==> config.mk <==
export PLATFORM = sky130hd
export DESIGN_NAME = modbus_rtu_poll_master
export DESIGN_NICKNAME = d
export VERILOG_FILES = /design/src/sv/mrpm_pkg.sv /design/src/sv/mrpm_ram.sv /design/src/sv/mrpm_ctrl.sv /design/src/sv/mrpm_dp.sv /design/src/sv/modbus_rtu_poll_master.sv
export SDC_FILE = /design/constraint.sdc
export NUM_CORES = 1
export LEC_CHECK = 0
export BUFFER_PORTS_ARGS = -buffer_cell sky130_fd_sc_hd__buf_4
export CORE_MARGIN = 2
export CORE_UTILIZATION = 60
export DETAILED_ROUTE_END_ITERATION = 10
export PLACE_DENSITY = 0.8
export SLEW_MARGIN = 0
export SYNTH_ARGS = -nofsm -noshare
export SYNTH_HDL_FRONTEND = slang
export SYNTH_HIERARCHICAL = 1
export SYNTH_SLANG_ARGS = --single-unit
==> constraint.sdc <==
create_clock -name clk -period 5.95 [get_ports clk]
set_input_delay 0.595 -clock clk [delete_from_list [all_inputs] [get_ports clk]]
set_output_delay 0.595 -clock clk [all_outputs]
set_load 0.005 [all_outputs]
==> src/sv/mrpm_pkg.sv <==
// shared types, constants and crc function for the modbus rtu poll master
package mrpm_pkg;

    localparam int SLAVE_SLOTS_DEF = 8;

    localparam logic [15:0] POLL_INTERVAL_RST = 16'd100;
    localparam logic [2:0]  MAX_ATTEMPTS_RST  = 3'd3;

    localparam logic [15:0] CRC_INIT = 16'hFFFF;
    localparam logic [15:0] CRC_POLY = 16'hA001;

    // command codes
    localparam logic [1:0] CMD_WRITE = 2'd0;
    localparam logic [1:0] CMD_PASS  = 2'd1;
    localparam logic [1:0] CMD_TICK  = 2'd2;

    // register indexes
    localparam logic REG_POLL_INTERVAL = 1'b0;
    localparam logic REG_MAX_ATTEMPTS  = 1'b1;

    // frame byte positions
    localparam logic [2:0] BYTE_STATION = 3'd0;
    localparam logic [2:0] BYTE_FUNC    = 3'd1;
    localparam logic [2:0] BYTE_REG_HI  = 3'd2;
    localparam logic [2:0] BYTE_REG_LO  = 3'd3;
    localparam logic [2:0] BYTE_QTY_HI  = 3'd4;
    localparam logic [2:0] BYTE_QTY_LO  = 3'd5;
    localparam logic [2:0] BYTE_CRC_LO  = 3'd6;
    localparam logic [2:0] BYTE_CRC_HI  = 3'd7;

    localparam int ENTRY_W = 48;

    typedef struct packed {
        logic [1:0]  command;
        logic [2:0]  entry_slot;
        logic        entry_enable;
        logic [7:0]  entry_station;
        logic [7:0]  entry_function;
        logic [15:0] entry_register;
        logic [15:0] entry_quantity;
        logic        response_done;
    } cmd_item_t;

    typedef struct packed {
        logic [7:0] frame_byte;
        logic       frame_last;
        logic [2:0] polled_slot;
    } frame_item_t;

    typedef struct packed {
        logic accept;
        logic search_step;
        logic check;
        logic load_frame;
        logic emit;
    } ctrl_cmd_t;

    typedef struct packed {
        logic is_pass;
        logic adv_needed;
        logic search_done;
        logic check_send;
        logic out_free;
        logic last_byte;
    } dp_status_t;

    function automatic logic [15:0] crc_byte(input logic [15:0] crc_in, input logic [7:0] b);
        logic [15:0] c;
        c = crc_in ^ {8'h00, b};
        for (int k = 0; k < 8; k++)
        begin
            if (c[0])
            begin
                c = (c >> 1) ^ CRC_POLY;
            end
            else
            begin
                c = c >> 1;
            end
        end
        return c;
    endfunction

endpackage

==> src/sv/mrpm_ram.sv <==
// generic single-port-write ram with registered read
module mrpm_ram #(
    parameter int WIDTH = 8,
    parameter int DEPTH = 8
) (
    input  logic                     clk,
    input  logic                     wr_en,
    input  logic [$clog2(DEPTH)-1:0] wr_addr,
    input  logic [WIDTH-1:0]         wr_data,
    input  logic                     rd_en,
    input  logic [$clog2(DEPTH)-1:0] rd_addr,
    output logic [WIDTH-1:0]         rd_data
);

    logic [WIDTH-1:0] mem_reg [DEPTH];
    logic [WIDTH-1:0] rd_data_reg;

    always_ff @(posedge clk)
    begin
        if (wr_en)
        begin
            mem_reg[wr_addr] <= wr_data;
        end
        if (rd_en)
        begin
            rd_data_reg <= mem_reg[rd_addr];
        end
    end

    assign rd_data = rd_data_reg;

endmodule

==> src/sv/mrpm_ctrl.sv <==
// sequencing state machine of the poll master
module mrpm_ctrl (
    input  logic                clk,
    input  logic                rst_n,
    input  logic                cmd_valid,
    output logic                cmd_stall,
    input  mrpm_pkg::dp_status_t status,
    output mrpm_pkg::ctrl_cmd_t  ctrl
);

    typedef enum logic [4:0] {
        ST_IDLE   = 5'b00001,
        ST_SEARCH = 5'b00010,
        ST_CHECK  = 5'b00100,
        ST_READ   = 5'b01000,
        ST_EMIT   = 5'b10000
    } state_t;

    state_t state_reg;
    state_t state_next;

    always_comb
    begin
        state_next = state_reg;
        ctrl       = '0;
        cmd_stall  = 1'b1;
        unique case (state_reg)
            ST_IDLE:
            begin
                cmd_stall = 1'b0;
                if (cmd_valid)
                begin
                    ctrl.accept = 1'b1;
                    if (status.is_pass)
                    begin
                        state_next = status.adv_needed ? ST_SEARCH : ST_CHECK;
                    end
                end
            end
            ST_SEARCH:
            begin
                ctrl.search_step = 1'b1;
                if (status.search_done)
                begin
                    state_next = ST_CHECK;
                end
            end
            ST_CHECK:
            begin
                ctrl.check = 1'b1;
                state_next = status.check_send ? ST_READ : ST_IDLE;
            end
            ST_READ:
            begin
                ctrl.load_frame = 1'b1;
                state_next      = ST_EMIT;
            end
            ST_EMIT:
            begin
                if (status.out_free)
                begin
                    ctrl.emit = 1'b1;
                    if (status.last_byte)
                    begin
                        state_next = ST_IDLE;
                    end
                end
            end
            default:
            begin
                state_next = ST_IDLE;
            end
        endcase
    end

    always_ff @(posedge clk or negedge rst_n)
    begin
        if (!rst_n)
        begin
            state_reg <= ST_IDLE;
        end
        else
        begin
            state_reg <= state_next;
        end
    end

endmodule

==> src/sv/mrpm_dp.sv <==
// slave table, polling state, crc and frame output register
module mrpm_dp #(
    parameter int SLAVE_SLOTS = mrpm_pkg::SLAVE_SLOTS_DEF
) (
    input  logic                  clk,
    input  logic                  rst_n,
    input  mrpm_pkg::cmd_item_t   cmd_data,
    output logic                  frame_valid,
    input  logic                  frame_stall,
    output mrpm_pkg::frame_item_t frame_data,
    input  logic [15:0]           poll_interval,
    input  logic [2:0]            max_attempts,
    input  mrpm_pkg::ctrl_cmd_t   ctrl,
    output mrpm_pkg::dp_status_t  status
);

    localparam int SLOT_W = $clog2(SLAVE_SLOTS);
    localparam logic [SLOT_W-1:0] LAST_SLOT = SLOT_W'(SLAVE_SLOTS - 1);

    logic [SLAVE_SLOTS-1:0] en_reg;
    logic [SLOT_W-1:0]      current_slot_reg;
    logic [3:0]             attempt_reg;
    logic [15:0]            interval_reg;
    logic                   adv_pending_reg;
    logic                   target_valid_reg;
    logic [SLOT_W-1:0]      scan_idx_reg;
    logic [SLOT_W-1:0]      scan_cnt_reg;
    logic [2:0]             byte_idx_reg;
    logic                   out_valid_reg;

    logic [mrpm_pkg::ENTRY_W-1:0] frame_reg;
    logic [15:0]                  crc_reg;
    mrpm_pkg::frame_item_t        out_data_reg;

    logic [6:0]                   slot_ext;
    logic [SLOT_W-1:0]            wr_addr;
    logic                         wr_in_range;
    logic                         table_wr;
    logic [mrpm_pkg::ENTRY_W-1:0] ram_rd_data;
    logic [SLOT_W-1:0]            start_idx;
    logic [SLOT_W-1:0]            scan_idx_inc;
    logic                         scan_hit;
    logic [3:0]                   attempt_inc;
    logic                         over_max;
    logic                         interval_zero;
    logic                         out_free;
    logic [7:0]                   cur_byte;
    logic [6:0]                   cur_slot_ext;

    assign slot_ext    = {4'b0000, cmd_data.entry_slot};
    assign wr_addr     = slot_ext[SLOT_W-1:0];
    assign wr_in_range = slot_ext < 7'(SLAVE_SLOTS);
    assign table_wr    = ctrl.accept && (cmd_data.command == mrpm_pkg::CMD_WRITE) && wr_in_range;

    assign start_idx    = (current_slot_reg == LAST_SLOT) ? '0 : current_slot_reg + 1'b1;
    assign scan_idx_inc = (scan_idx_reg == LAST_SLOT) ? '0 : scan_idx_reg + 1'b1;
    assign scan_hit     = en_reg[scan_idx_reg];

    assign attempt_inc   = attempt_reg + 4'd1;
    assign over_max      = attempt_inc > {1'b0, max_attempts};
    assign interval_zero = (interval_reg == 16'd0);
    assign out_free      = !out_valid_reg || !frame_stall;
    assign cur_slot_ext  = 7'(current_slot_reg);

    mrpm_ram #(
        .WIDTH(mrpm_pkg::ENTRY_W),
        .DEPTH(SLAVE_SLOTS)
    ) u_table (
        .clk    (clk),
        .wr_en  (table_wr),
        .wr_addr(wr_addr),
        .wr_data({cmd_data.entry_station, cmd_data.entry_function,
                  cmd_data.entry_register, cmd_data.entry_quantity}),
        .rd_en  (ctrl.check),
        .rd_addr(current_slot_reg),
        .rd_data(ram_rd_data)
    );

    always_comb
    begin
        case (byte_idx_reg)
            mrpm_pkg::BYTE_STATION: cur_byte = frame_reg[47:40];
            mrpm_pkg::BYTE_FUNC:    cur_byte = frame_reg[39:32];
            mrpm_pkg::BYTE_REG_HI:  cur_byte = frame_reg[31:24];
            mrpm_pkg::BYTE_REG_LO:  cur_byte = frame_reg[23:16];
            mrpm_pkg::BYTE_QTY_HI:  cur_byte = frame_reg[15:8];
            mrpm_pkg::BYTE_QTY_LO:  cur_byte = frame_reg[7:0];
            mrpm_pkg::BYTE_CRC_LO:  cur_byte = crc_reg[7:0];
            default:                cur_byte = crc_reg[15:8];
        endcase
    end

    always_comb
    begin
        status.is_pass     = (cmd_data.command == mrpm_pkg::CMD_PASS);
        status.adv_needed  = adv_pending_reg || cmd_data.response_done;
        status.search_done = scan_hit || (scan_cnt_reg == LAST_SLOT);
        status.check_send  = target_valid_reg && interval_zero && !over_max;
        status.out_free    = out_free;
        status.last_byte   = (byte_idx_reg == mrpm_pkg::BYTE_CRC_HI);
    end

    // control state
    always_ff @(posedge clk or negedge rst_n)
    begin
        if (!rst_n)
        begin
            en_reg           <= '0;
            current_slot_reg <= '0;
            attempt_reg      <= '0;
            interval_reg     <= '0;
            adv_pending_reg  <= 1'b1;
            target_valid_reg <= 1'b0;
            scan_idx_reg     <= '0;
            scan_cnt_reg     <= '0;
            byte_idx_reg     <= '0;
            out_valid_reg    <= 1'b0;
        end
        else
        begin
            if (table_wr)
            begin
                en_reg[wr_addr] <= cmd_data.entry_enable;
            end

            if (ctrl.accept && (cmd_data.command == mrpm_pkg::CMD_TICK) && !interval_zero)
            begin
                interval_reg <= interval_reg - 16'd1;
            end

            if (ctrl.accept && status.is_pass && status.adv_needed)
            begin
                adv_pending_reg  <= 1'b0;
                attempt_reg      <= '0;
                target_valid_reg <= 1'b0;
                scan_idx_reg     <= start_idx;
                scan_cnt_reg     <= '0;
            end

            if (ctrl.search_step)
            begin
                if (scan_hit)
                begin
                    current_slot_reg <= scan_idx_reg;
                    target_valid_reg <= 1'b1;
                end
                scan_idx_reg <= scan_idx_inc;
                scan_cnt_reg <= scan_cnt_reg + 1'b1;
            end

            if (ctrl.check)
            begin
                if (!target_valid_reg)
                begin
                    adv_pending_reg <= 1'b1;
                end
                else if (interval_zero)
                begin
                    if (over_max)
                    begin
                        attempt_reg     <= '0;
                        adv_pending_reg <= 1'b1;
                    end
                    else
                    begin
                        attempt_reg  <= attempt_inc;
                        interval_reg <= poll_interval;
                    end
                end
            end

            if (ctrl.load_frame)
            begin
                byte_idx_reg <= '0;
            end
            else if (ctrl.emit)
            begin
                byte_idx_reg <= byte_idx_reg + 3'd1;
            end

            if (ctrl.emit)
            begin
                out_valid_reg <= 1'b1;
            end
            else if (!frame_stall)
            begin
                out_valid_reg <= 1'b0;
            end
        end
    end

    // frame payload and crc
    always_ff @(posedge clk)
    begin
        if (ctrl.load_frame)
        begin
            frame_reg <= ram_rd_data;
            crc_reg   <= mrpm_pkg::CRC_INIT;
        end
        else if (ctrl.emit && (byte_idx_reg < mrpm_pkg::BYTE_CRC_LO))
        begin
            crc_reg <= mrpm_pkg::crc_byte(crc_reg, cur_byte);
        end

        if (ctrl.emit)
        begin
            out_data_reg.frame_byte  <= cur_byte;
            out_data_reg.frame_last  <= (byte_idx_reg == mrpm_pkg::BYTE_CRC_HI);
            out_data_reg.polled_slot <= cur_slot_ext[2:0];
        end
    end

    assign frame_valid = out_valid_reg;
    assign frame_data  = out_data_reg;

endmodule

==> src/sv/modbus_rtu_poll_master.sv <==
// top level of the modbus rtu poll master with apb register port
// sequence: table write, tick and idle commands finish on acceptance; a pass
//   runs a round-robin search over up to SLAVE_SLOTS slots when an advance is due, an
//   attempt check, a table ram read and the send of 8 frame bytes, which frame_stall can hold
// commands: one transfer at a time, none taken during a pass; the search checks
//   one slot per cycle and bytes go out one per cycle unless frame_stall holds them
// reset: asynchronous, active low; all slots disabled, advance pending set,
//   poll_interval 100, max_attempts 3; no clearing pass, polls only slots found enabled
module modbus_rtu_poll_master #(
    parameter int SLAVE_SLOTS = mrpm_pkg::SLAVE_SLOTS_DEF
) (
    input  logic                  clk,
    input  logic                  rst_n,

    // command channel
    input  logic                  cmd_valid,
    output logic                  cmd_stall,
    input  mrpm_pkg::cmd_item_t   cmd_data,

    // request frame channel, one byte per transfer
    output logic                  frame_valid,
    input  logic                  frame_stall,
    output mrpm_pkg::frame_item_t frame_data,

    // apb register port
    input  logic                  psel,
    input  logic                  penable,
    input  logic                  pwrite,
    input  logic [2:0]            paddr,
    input  logic [31:0]           pwdata,
    output logic [31:0]           prdata,
    output logic                  pready
);

    logic [15:0] poll_interval_reg;
    logic [2:0]  max_attempts_reg;
    logic        reg_index;
    logic        reg_wr;

    mrpm_pkg::ctrl_cmd_t  ctrl;
    mrpm_pkg::dp_status_t status;

    // registers sit at byte addresses 0 and 4
    assign reg_index = paddr[2];
    assign pready    = 1'b1;
    assign reg_wr    = psel && penable && pwrite && pready;

    always_ff @(posedge clk or negedge rst_n)
    begin
        if (!rst_n)
        begin
            poll_interval_reg <= mrpm_pkg::POLL_INTERVAL_RST;
            max_attempts_reg  <= mrpm_pkg::MAX_ATTEMPTS_RST;
        end
        else if (reg_wr)
        begin
            unique case (reg_index)
                mrpm_pkg::REG_POLL_INTERVAL: poll_interval_reg <= pwdata[15:0];
                mrpm_pkg::REG_MAX_ATTEMPTS:  max_attempts_reg  <= pwdata[2:0];
                default:                     poll_interval_reg <= poll_interval_reg;
            endcase
        end
    end

    // register readback
    always_comb
    begin
        unique case (reg_index)
            mrpm_pkg::REG_POLL_INTERVAL: prdata = {16'h0000, poll_interval_reg};
            mrpm_pkg::REG_MAX_ATTEMPTS:  prdata = {29'h0, max_attempts_reg};
            default:                     prdata = 32'h0;
        endcase
    end

    // sequencer: idle, slot search, attempt check, table read, byte send
    mrpm_ctrl u_ctrl (
        .clk      (clk),
        .rst_n    (rst_n),
        .cmd_valid(cmd_valid),
        .cmd_stall(cmd_stall),
        .status   (status),
        .ctrl     (ctrl)
    );

    // table, polling state, crc and output register
    mrpm_dp #(
        .SLAVE_SLOTS(SLAVE_SLOTS)
    ) u_dp (
        .clk          (clk),
        .rst_n        (rst_n),
        .cmd_data     (cmd_data),
        .frame_valid  (frame_valid),
        .frame_stall  (frame_stall),
        .frame_data   (frame_data),
        .poll_interval(poll_interval_reg),
        .max_attempts (max_attempts_reg),
        .ctrl         (ctrl),
        .status       (status)
    );

endmodule
==> metrics.md <==
| Metric | Value |
|---|---|
| Initial core utilization | `60.92%` |
| Register area | `16790 um2` |
| Max Buffers Root-to-Sink | `3` |
| R2R depth | `9` |
| Max-slew headroom | `32.57%` |
| DRT Wirelength | `45300 um` |
| Vias in the first global route | `11451` |
| Share of the synthesized area in the top cell type | `64.39%` |
| Clock slew at reported path FFs | `60 ps` |
| Type of the most critical hold path | `in2async` |
| Layout cells sized above 1 | `31.45%` |
| Register area share after synthesis | `73.13%` |
| Asr flop ratio synth | `11.65%` |
| Clock Latency Late Sink | `620 ps` |
| Critical path class | `reg2reg` |
| Die Y | `199.6 um` |
| Io pins | `144` |
| Synth Area per Inst | `19.54 um2` |
| Yosys top cell by area | `edfxtp_1` |
| Setup TNS | `0 ps` |
| Crit-path max FO | `28` |
| Slew @ Worst Pin | `1009 ps` |
| Flop-to-flop setup slack | `1500 ps` |
| Run status | `finished clean` |
| GRT overflow | `0` |
| Max_cap viols | `0` |
| Post-route DRC | `0` |
| Share of total power in combinational logic | `12.5%` |
| Ys flop type | `edfxtp_1` |
| CP required | `6450 ps` |
| Vias per cell | `5.959` |
| Unrepaired setup endpoints after global routing | `false` |
| Fin. max-slew vios | `0` |
| Initial antenna violation count | `1` |
| Number of synthesized register bits | `575` |
| CTS tree | `done` |
| First-pass GRT wire length | `68060 um` |
| DRT Pass-1 Iters | `6` |
| Critical Path Start | `u_dp/byte_idx_reg[2]` |
| Clock period minus worst slack | `4454 ps` |
| Sequential share of power | `50.9%` |
| CTS root buf | `clkbuf_16` |
| Std-Cell Rows | `71` |
| Initial DRC count | `1093` |
| Routability-driven placement congestion ratio | `0.8351` |
| Internal power | `7158 uW` |
| Max VDD drop | `0.2643 mV` |
| Maximum clock frequency | `0.2245 GHz` |
| Setup Skew | `50.54 ps` |
| Cts repair resizes | `0` |
| Setup crit end kind | `flop` |
| Placed Cells | `1756` |
| Clock network power share | `36.5%` |
| P_sw | `2147 uW` |
| Die area | `39820 um2` |
| Netlist cell types | `70` |
| Sw Share | `23.08%` |
| Critical Path Source Type | `flop` |
| CTS buffer count | `54` |
| Leakage power total | `0.008912 uW` |
| Routed wire length per instance | `24.39 um` |
| Number of synthesis warnings | `6` |
| Power per cell area | `358.3 nW/um2` |
| Most common cell in the netlist | `edfxtp_1` |
| Max reg flops | `384` |
| Aggregate global-route resource usage | `23.46%` |
| Layout Nets | `1415` |
| Post-synth EDFFs | `492` |
| Core box area | `37670 um2` |
| Final hold viol count | `0` |
| # fillers | `2335` |
| Vias | `11066` |
| ANT nets after route | `0` |
| Finished Layout Cells | `1857` |
| Multi-input logic area | `5777 um2` |
| Worst R2R End | `u_dp/crc_reg[0]` |
| CP arrival | `4950 ps` |
| Commonest cells in the netlist | `edfxtp_1, mux4_2, nand2_1` |
| Post-CTS Setup Bufs | `0` |
| Post-Syn Instances | `1174` |
| Netlist Area Pre-Place | `22940 um2` |
| Largest net degree at the start of global routing | `70` |
| Final Cycle Share | `74.86%` |
| Hold buffers post-CTS | `0` |
| Area Overhead vs Synth | `13.19%` |
| Die X | `199.6 um` |
| Synth area leaders | `edfxtp_1, mux4_2, dfrtp_1` |
| DP Wirelength | `25140 um` |
| Setup violators final | `0` |
| CTS H-tree lvls | `2` |
| Clock net sink count | `575` |
| Worst r2r src | `u_dp/byte_idx_reg[2]` |
| # port buffers | `108` |
[worst max-delay path by stage]
stage	end	slack (ps)
floorplan	u_dp/u_table/mem_reg[0][0]	790
global placement	u_dp/crc_reg[0]	1730
detailed placement	u_dp/crc_reg[0]	1660
CTS	u_dp/crc_reg[0]	1560
global route	u_dp/crc_reg[0]	1260
finish	u_dp/crc_reg[0]	1500
[layout by cell type (no fill, tap or decap), types with 6 or more instances in the layout]
cell type,n
xnor2_2,6
a211o_1,9
nor2_1,30
nand3_1,12
mux2i_1,6
edfxtp_1,492
dfxtp_1,16
inv_1,12
clkbuf_1,7
buf_4,121
xnor2_1,16
o21ai_0,15
nand2_1,72
clkinvlp_4,6
mux4_2,95
nand3b_1,12
clkbuf_16,54
nor2_4,6
clkinv_1,16
a22oi_1,10
mux2_4,50
a21oi_1,6
and2_1,6
dfstp_2,7
nor3_1,6
nor2b_1,20
dfrtp_1,57
xor2_1,12
nand2b_1,8
ha_1,17
conb_1,17
mux2_2,43
[cell type report]
cell class / count / area share [%]
multi-input cells: 535 / 22.24
repair buffers: 123 / 3.652
clock buffers: 62 / 5.357
well taps: 511 / 2.462
inverters: 12 / 0.1734
clock inverters: 38 / 1.450
flip-flops and latches: 575 / 64.65
diodes: 1 / 0.009635
[worst max-delay path: stages, from the launching register on]
cell	delay [ps]
dfrtp_1	1000
inv_1	240
ha_1	380
or4_1	830
a31oi_1	440
xnor2_2	200
xnor3_1	460
xor3_2	280
xor3_1	380
o21ai_1	120
[cell families (layout without fill, tap and decap cells)]
kind of cell | after synthesis | after routing | synth area share (%)
AO/OA/AOI/OAI | 69 | 69 | 2.258
XOR/XNOR | 37 | 37 | 1.805
adder cells (fa/ha/maj) | 17 | 17 | 0.9270
buffers and inverters | 79 | 235 | 2.187
flip-flops | 575 | 575 | 73.13
multiplexers | 197 | 197 | 15.31
other | 2 | 18 | 0.03273
AND/OR/NAND/NOR | 198 | 198 | 4.346
[through the flow]
step	hold slack, ps	area [um2]	setup WS (ps)	power (uW)	utilization (%)
floorplan	299.4	23000	790.3	5704	-
global placement	405.1	24200	1731	5951	64.25
detailed placement	404.5	24200	1656	5993	64.25
CTS	101.5	25970	1559	9387	68.94
global route	161.2	25970	1258	9613	68.95
finish	98.91	25970	1496	9305	68.95
[power groups by stage]
stage | registers [uW] | logic, uW | clock network [uW]
6_report | 4740 | 1160 | 3400
3_3_place_gp | 4820 | 1130 | 0
5_1_grt | 4760 | 1250 | 3600
3_5_place_dp | 4830 | 1170 | 0
2_1_floorplan | 4690 | 1010 | 0
4_1_cts | 4750 | 1180 | 3460
[per-layer routing]
metal	share of wire (%)	vias to the layer above	global-route usage (%)
li1	-	4853	-
met1	40	5656	31.21
met2	50	454	38.66
met3	6.9	103	4.540
met4	3.3	0	9.438
met5	0	-	0
Note: power is estimated with default switching activity, not from simulation.
